===== src/lsr_pkg.sv =====
// Package for the lagged subtractive random number generator.
// Holds widths, Park-Miller constants and the controller/datapath interface structs.
// No dependencies.
`default_nettype none

package lsr_pkg;

    localparam int VAL_W          = 31;
    localparam int MULT_W         = 16;
    localparam int PROD_W         = VAL_W + MULT_W;
    localparam int TABLE_LEN_DEF  = 55;
    localparam int TAP_OFFSET_DEF = 31;

    localparam logic [MULT_W-1:0] PM_MULT    = 16'd48271;
    localparam logic [VAL_W-1:0]  PM_MOD     = 31'h7FFF_FFFF;
    localparam logic [VAL_W-1:0]  SEED_RESET = 31'd1;

    // Commands from the controller to the datapath
    typedef struct packed {
        logic fill_start;   // write entry 0, load seed, rewind indexes
        logic fill_mul;     // multiply fill value by the Park-Miller multiplier
        logic fill_wr;      // reduce product, write next table entry
        logic draw_rd;      // read both tapped entries
        logic draw_wr;      // write difference back, load output, advance tap
    } lsr_cmd_t;

    // Status from the datapath to the controller
    typedef struct packed {
        logic fill_last;    // the entry being filled is the last one
        logic out_busy;     // output register holds a request not taken this cycle
    } lsr_status_t;

endpackage

`default_nettype wire


===== src/lsr_ctrl.sv =====
// Controller state machine of the lagged subtractive generator.
// Depends on lsr_pkg for the command and status structs.
`default_nettype none

module lsr_ctrl
    import lsr_pkg::*;
(
    input  wire logic        clk,
    input  wire logic        rst_n,
    input  wire logic        in_valid,
    input  wire logic        restart,
    output logic             in_ready,
    input  wire lsr_status_t status,
    output lsr_cmd_t         cmd
);

    localparam logic [2:0] ST_IDLE      = 3'd0;
    localparam logic [2:0] ST_FILL_ZERO = 3'd1;
    localparam logic [2:0] ST_FILL_MUL  = 3'd2;
    localparam logic [2:0] ST_FILL_WR   = 3'd3;
    localparam logic [2:0] ST_DRAW_RD   = 3'd4;
    localparam logic [2:0] ST_DRAW_WR   = 3'd5;

    logic [2:0] state_reg;
    logic [2:0] state_next;
    logic       needs_seed_reg;
    logic       needs_seed_next;

    always_comb
    begin
        state_next      = state_reg;
        needs_seed_next = needs_seed_reg;
        cmd             = '0;
        in_ready        = 1'b0;
        case (state_reg)
            ST_IDLE:
            begin
                in_ready     = 1'b1;
                // prefetch the tapped entries while waiting
                cmd.draw_rd  = 1'b1;
                if (in_valid)
                begin
                    if (restart || needs_seed_reg)
                        state_next = ST_FILL_ZERO;
                    else
                        state_next = ST_DRAW_WR;
                end
            end
            ST_FILL_ZERO:
            begin
                cmd.fill_start = 1'b1;
                state_next     = ST_FILL_MUL;
            end
            ST_FILL_MUL:
            begin
                cmd.fill_mul = 1'b1;
                state_next   = ST_FILL_WR;
            end
            ST_FILL_WR:
            begin
                cmd.fill_wr = 1'b1;
                if (status.fill_last)
                begin
                    needs_seed_next = 1'b0;
                    state_next      = ST_DRAW_RD;
                end
                else
                begin
                    state_next = ST_FILL_MUL;
                end
            end
            ST_DRAW_RD:
            begin
                cmd.draw_rd = 1'b1;
                state_next  = ST_DRAW_WR;
            end
            ST_DRAW_WR:
            begin
                // hold until the output register can take the request
                if (!status.out_busy)
                begin
                    cmd.draw_wr = 1'b1;
                    state_next  = ST_IDLE;
                end
            end
            default:
            begin
                state_next = ST_IDLE;
            end
        endcase
    end

    always_ff @(posedge clk or negedge rst_n)
    begin
        if (!rst_n)
        begin
            state_reg      <= ST_IDLE;
            needs_seed_reg <= 1'b1;
        end
        else
        begin
            state_reg      <= state_next;
            needs_seed_reg <= needs_seed_next;
        end
    end

endmodule

`default_nettype wire


===== src/lsr_datapath.sv =====
// Datapath of the lagged subtractive generator: lag table memory, tap and fill
// indexes, Park-Miller multiply and Mersenne reduction, subtractor, output register.
// Depends on lsr_pkg.
`default_nettype none

module lsr_datapath
    import lsr_pkg::*;
#(
    parameter int TABLE_LEN  = TABLE_LEN_DEF,
    parameter int TAP_OFFSET = TAP_OFFSET_DEF
)
(
    input  wire logic             clk,
    input  wire logic             rst_n,
    input  wire logic             seed_wr,
    input  wire logic [VAL_W-1:0] seed,
    input  wire lsr_cmd_t         cmd,
    output lsr_status_t           status,
    input  wire logic             out_ready,
    output logic                  out_valid,
    output logic [VAL_W-1:0]      random_value
);

    localparam int IDX_W = $clog2(TABLE_LEN);
    localparam int OFF_M = TAP_OFFSET % TABLE_LEN;

    logic [VAL_W-1:0]  mem [TABLE_LEN];

    logic [VAL_W-1:0]  seed_reg;
    logic [IDX_W-1:0]  tap_idx_reg;
    logic [IDX_W-1:0]  tap_idx_next;
    logic [IDX_W-1:0]  fill_idx_reg;
    logic [IDX_W-1:0]  fill_idx_next;
    logic [VAL_W-1:0]  fill_value_reg;
    logic [PROD_W-1:0] prod_reg;
    logic [VAL_W-1:0]  rd_cur_reg;
    logic [VAL_W-1:0]  rd_far_reg;
    logic              out_valid_reg;
    logic              out_valid_next;
    logic [VAL_W-1:0]  out_data_reg;

    logic [IDX_W:0]    far_sum;
    logic [IDX_W-1:0]  far_idx;
    logic [VAL_W:0]    fold_sum;
    logic [VAL_W-1:0]  fold_res;
    logic [VAL_W-1:0]  diff;
    logic              mem_we;
    logic [IDX_W-1:0]  mem_wa;
    logic [VAL_W-1:0]  mem_wd;

    // far tap: one compare and subtract, since cur + OFF_M < 2 * TABLE_LEN
    always_comb
    begin
        far_sum = {1'b0, tap_idx_reg} + (IDX_W+1)'(OFF_M);
        if (far_sum >= (IDX_W+1)'(TABLE_LEN))
            far_sum = far_sum - (IDX_W+1)'(TABLE_LEN);
        far_idx = far_sum[IDX_W-1:0];
    end

    // reduce mod 2^31-1: fold the high part onto the low part, then one subtract
    always_comb
    begin
        fold_sum = {1'b0, prod_reg[VAL_W-1:0]} + (VAL_W+1)'(prod_reg[PROD_W-1:VAL_W]);
        if (fold_sum >= {1'b0, PM_MOD})
            fold_res = VAL_W'(fold_sum - {1'b0, PM_MOD});
        else
            fold_res = fold_sum[VAL_W-1:0];
    end

    assign diff = rd_far_reg - rd_cur_reg;

    always_comb
    begin
        mem_we = 1'b0;
        mem_wa = tap_idx_reg;
        mem_wd = diff;
        if (cmd.fill_start)
        begin
            mem_we = 1'b1;
            mem_wa = '0;
            mem_wd = '0;
        end
        else if (cmd.fill_wr)
        begin
            mem_we = 1'b1;
            mem_wa = fill_idx_reg;
            mem_wd = fold_res;
        end
        else if (cmd.draw_wr)
        begin
            mem_we = 1'b1;
        end
    end

    always_comb
    begin
        tap_idx_next  = tap_idx_reg;
        fill_idx_next = fill_idx_reg;
        if (cmd.fill_start)
        begin
            tap_idx_next  = '0;
            fill_idx_next = IDX_W'(1);
        end
        else if (cmd.fill_wr)
        begin
            fill_idx_next = fill_idx_reg + IDX_W'(1);
        end
        else if (cmd.draw_wr)
        begin
            if (tap_idx_reg == IDX_W'(TABLE_LEN - 1))
                tap_idx_next = '0;
            else
                tap_idx_next = tap_idx_reg + IDX_W'(1);
        end
    end

    always_comb
    begin
        if (cmd.draw_wr)
            out_valid_next = 1'b1;
        else if (out_ready)
            out_valid_next = 1'b0;
        else
            out_valid_next = out_valid_reg;
    end

    always_ff @(posedge clk or negedge rst_n)
    begin
        if (!rst_n)
        begin
            seed_reg      <= SEED_RESET;
            tap_idx_reg   <= '0;
            fill_idx_reg  <= '0;
            out_valid_reg <= 1'b0;
        end
        else
        begin
            if (seed_wr)
                seed_reg <= seed;
            tap_idx_reg   <= tap_idx_next;
            fill_idx_reg  <= fill_idx_next;
            out_valid_reg <= out_valid_next;
        end
    end

    always_ff @(posedge clk)
    begin
        if (cmd.fill_start)
            fill_value_reg <= seed_reg;
        else if (cmd.fill_wr)
            fill_value_reg <= fold_res;
        if (cmd.fill_mul)
            prod_reg <= PROD_W'(fill_value_reg) * PROD_W'(PM_MULT);
        if (cmd.draw_wr)
            out_data_reg <= diff;
    end

    always_ff @(posedge clk)
    begin
        if (mem_we)
            mem[mem_wa] <= mem_wd;
        if (cmd.draw_rd)
        begin
            rd_cur_reg <= mem[tap_idx_reg];
            rd_far_reg <= mem[far_idx];
        end
    end

    assign status.fill_last = (fill_idx_reg == IDX_W'(TABLE_LEN - 1));
    assign status.out_busy  = out_valid_reg && !out_ready;
    assign out_valid        = out_valid_reg;
    assign random_value     = out_data_reg;

endmodule

`default_nettype wire


===== src/lagged_subtractive_rng.sv =====
// Top level of the lagged subtractive random number generator.
// Instantiates lsr_ctrl and lsr_datapath; depends on lsr_pkg.
//
// Usage:
//   Input channel (in_valid / in_ready / restart): each request yields exactly
//   one random_value on the output channel (out_valid / out_ready). A set
//   restart bit rebuilds the lag table from the seed before the draw; the
//   first request after reset always rebuilds.
//   Seed channel (seed_valid / seed_ready / seed): writes the 31-bit seed
//   register; seed_ready is always high. A new seed takes effect at the next
//   rebuild. Write it only while the block is idle.
// Timing:
//   A plain draw uses the tapped entries prefetched from the table while idle;
//   the draw state then subtracts, writes back and loads the output register,
//   which raises out_valid. A new request is accepted only once the previous
//   draw has written back and the controller is idle again.
//   A rebuild first clears entry 0, then runs a multiply and a reduce step per
//   remaining entry through the single Park-Miller unit, then one table read
//   before the draw.
// Reset: rst_n is asynchronous, active low; the seed returns to 1 and the
//   table is marked as needing a rebuild.
// Stall: the result waits in the output register; the next request is still
//   accepted, and its draw holds before write-back until the output is taken.
`default_nettype none

module lagged_subtractive_rng
    import lsr_pkg::*;
#(
    parameter int TABLE_LEN  = TABLE_LEN_DEF,
    parameter int TAP_OFFSET = TAP_OFFSET_DEF
)
(
    input  wire logic             clk,
    input  wire logic             rst_n,
    input  wire logic             seed_valid,
    output logic                  seed_ready,
    input  wire logic [VAL_W-1:0] seed,
    input  wire logic             in_valid,
    output logic                  in_ready,
    input  wire logic             restart,
    output logic                  out_valid,
    input  wire logic             out_ready,
    output logic [VAL_W-1:0]      random_value
);

    lsr_cmd_t    cmd;
    lsr_status_t status;

    // the seed register is always free to take a write
    assign seed_ready = 1'b1;

    lsr_ctrl u_ctrl (
        .clk      (clk),
        .rst_n    (rst_n),
        .in_valid (in_valid),
        .restart  (restart),
        .in_ready (in_ready),
        .status   (status),
        .cmd      (cmd)
    );

    lsr_datapath #(
        .TABLE_LEN  (TABLE_LEN),
        .TAP_OFFSET (TAP_OFFSET)
    ) u_datapath (
        .clk          (clk),
        .rst_n        (rst_n),
        .seed_wr      (seed_valid),
        .seed         (seed),
        .cmd          (cmd),
        .status       (status),
        .out_ready    (out_ready),
        .out_valid    (out_valid),
        .random_value (random_value)
    );

endmodule

`default_nettype wire


===== config.mk =====
export PLATFORM = sky130hd
export DESIGN_NAME = lagged_subtractive_rng
export DESIGN_NICKNAME = d
export VERILOG_FILES = /design/src/lsr_pkg.sv /design/src/lsr_ctrl.sv /design/src/lsr_datapath.sv /design/src/lagged_subtractive_rng.sv
export SDC_FILE = /design/constraint.sdc
export NUM_CORES = 2
export LEC_CHECK = 0
export BUFFER_PORTS_ARGS = -buffer_cell sky130_fd_sc_hd__buf_4
export CAP_MARGIN = 40
export CELL_PAD_IN_SITES_DETAIL_PLACEMENT = 2
export CELL_PAD_IN_SITES_GLOBAL_PLACEMENT = 2
export CORE_UTILIZATION = 40
export DETAILED_ROUTE_END_ITERATION = 10
export PLACE_DENSITY = 0.72
export SKIP_CTS_REPAIR_TIMING = 1
export SYNTH_ARGS = -nofsm -noshare
export SYNTH_HDL_FRONTEND = slang
export SYNTH_HIERARCHICAL = 1
export SYNTH_SLANG_ARGS = --single-unit

===== constraint.sdc =====
create_clock -name clk -period 8.2 [get_ports clk]
set_input_delay 1.23 -clock clk [delete_from_list [all_inputs] [get_ports clk]]
set_output_delay 1.23 -clock clk [all_outputs]
set_load 0.02 [all_outputs]

==> impl_metrics.ini <==
[timing]
setup_tns_ns = 0
setup_viol_count_final = 0
tightest_slew_ns = 1.303
slew_headroom = 0.1312
min_period_ns = 7.198
skew_ns = 0.07267
fmax_ghz = 0.1389
rsz0062_at_grt = no
post-route-period-util = 0.8778
hold_viol = 0
maxSlewViolCount = 0

[floorplan]
dieArea_sq_um = 281700
initial_utilization = 0.4034
fp.dieW_um = 530.8
pin_count = 71
core.rowCount = 193
core_sq_um = 277200
dieHeight_um = 530.8

[final_layout]
final_cell_mix = edfxtp_1 (1876), nand2_1 (1593), nor3_1 (798)
final_nets = 9722
largest_reg_flops = 1705
area_growth_pct = 11.56
drive_gt1_frac = 0.1462
mostFrequentLayoutCell = edfxtp_1
finalNonFillerCells = 13140

[clock_network]
numClockSinks = 1924
cts_buffers = 222
cts-root-buf = clkbuf_16
cts.path.max_buffers = 4
clk_pin_slew_ns = 0.06
h-tree-depth = 4
cts_tree = built
insertion_delay_ns = 0.94

[setup_path]
slowest_delay_ns = 0.62
cp_data_required_time_ns = 8.83
crit_chain = inv_1 -> fa_1 -> fa_1 -> inv_1 -> fa_1 -> fa_1 -> fa_1 -> fa_1 -> ha_1 -> a21o_1 -> a21o_1 -> a21o_1 -> a221o_1 -> nor3_1 -> o21ai_0 -> a41oi_1 -> o21ai_0 -> a21oi_1 -> xnor2_1
crit_path_start_kind = register
critPathMaxFanout = 6
r2r_cells = 19
rrSetupSlack_ns = 1.00
arrival_ns = 7.82
cp_slowest_cell = a41oi_1
crit_path_end_kind = register
crit_type = register to register
rr_endpoint = u_datapath/prod_reg[39]
cpMostUsedCell = fa_1
r2r_start = u_datapath/fill_value_reg[4]

[placement]
dp_cells = 12730
gp_congestion = 0.8580
io_buffers = 69
hpwl_um = 292600

[yosys]
yosysSeqAreaShare = 0.5145
async_flop_share = 0.02495
synth-edff-count = 1876
syn_area_per_cell_sq_um = 11.77
synth-seq-cells = 1924
ys_types = 92
ys.flop_type = edfxtp_1
syn_area_sq_um = 111800
syn-num-nets = 9972
ys.warnings.count = 6
syn_inst = 9504

[route]
post_drt_via_cell_ratio = 6.882
wire_per_inst_um = 35.51
ant_nets = 0
wl_um = 466600
first_pass_iters = 6
remaining_drc_errors = 0
vias = 90430
drt_iter0_drc = 9268

[grt]
antenna_found_initial = 26
grt-ovfl-total = 0
grt_max_degree = 220
first_global_vias = 94590
grt_util_all_layers = 0.3265
grt_pass1_wl_um = 673500

[outcome]
status = complete, no violations

[run]
drv_cap = 0

[hold_path]
hp-class = input port to asynchronous set/reset pin
==> per-stage QoR <==
step / util / setup WS [ns] / hold slack (ns) / area (sq um)
after global routing: 0.4500 / 0.6866 / 0.4332 / 124700
after detailed placement: 0.4255 / 1.045 / 0.4836 / 118000
after floorplan: - / 1.210 / 0.4727 / 111800
after CTS: 0.4499 / 0.9847 / 0.4016 / 124700
final: 0.4500 / 1.002 / 0.3825 / 124800
after global placement: 0.4217 / 1.105 / 0.4791 / 116900
==> cell type report <==
type / count / area (sq um)
clock inverters: 108 / 839.6
clock buffers: 290 / 5924
well taps: 3705 / 4636
repair buffers: 378 / 3869
diodes: 8 / 20.02
multi-input cells: 6459 / 50890
flip-flops and latches: 1924 / 57550
inverters: 269 / 1025
fillers: 27430 / 152500
==> metal layers <==
metal	up-vias	track usage	routed length, um	share of wire
li1	36880	-	-	-
met1	48330	0.4324	187000	0.40
met2	4151	0.5294	219700	0.47
met3	1062	0.05308	37750	0.081
met4	10	0.1413	22060	0.047
met5	-	0	75	0.00016
==> synth_stat cells (182+ instances only) <==
cell type  count  area (sq um)
a21oi_1      536          2683
a311oi_1     214          1874
a31oi_1      377          2359
clkbuf_1     687          2579
edfxtp_1    1876         56330
fa_1         191          3824
ha_1         240          3003
inv_1        266         998.5
mux4_2       532         11980
nand2_1     1599          6002
nor2_1       182         683.2
nor3_1       800          4004
o221ai_1     268          2347
o22ai_1      290          1814
==> cells by family after synthesis <==
logic type,share of synthesized area
DFF,0.5145
adders and majority gates,0.06104
buffers and inverters,0.03830
and+or+nand+nor,0.1136
other,0.00003353
muxes,0.1244
xor gates and xnor gates,0.008928
AOI/OAI and AO/OA,0.1391
==> how the worst max path moves through the flow <==
stage	from	endpoint	slack [ns]	depth (start not counted)
after floorplan	u_datapath/prod_reg[0]	u_datapath/mem[0][2]	1.21	12
after global placement	u_datapath/fill_value_reg[4]	u_datapath/prod_reg[39]	1.10	19
after detailed placement	u_datapath/fill_value_reg[4]	u_datapath/prod_reg[39]	1.04	19
after CTS	u_datapath/fill_value_reg[4]	u_datapath/prod_reg[39]	0.98	19
after global routing	u_datapath/fill_value_reg[4]	u_datapath/prod_reg[39]	0.69	19
final	u_datapath/fill_value_reg[4]	u_datapath/prod_reg[39]	1.00	19
==> worst max-delay path: cells and delay by family, from the launching register on <==
kind | cells | cell delay (ns)
fa+ha+maj | 7 | 3.38
buf+inv | 2 | 0.21
simple gates | 1 | 0.34
compound gates | 8 | 2.34
xor+xnor | 1 | 0.09
flops | 1 | 0.57
Power is not shown: default switching activity piles up to over one toggle a cycle in this logic, so the estimate is an artifact.
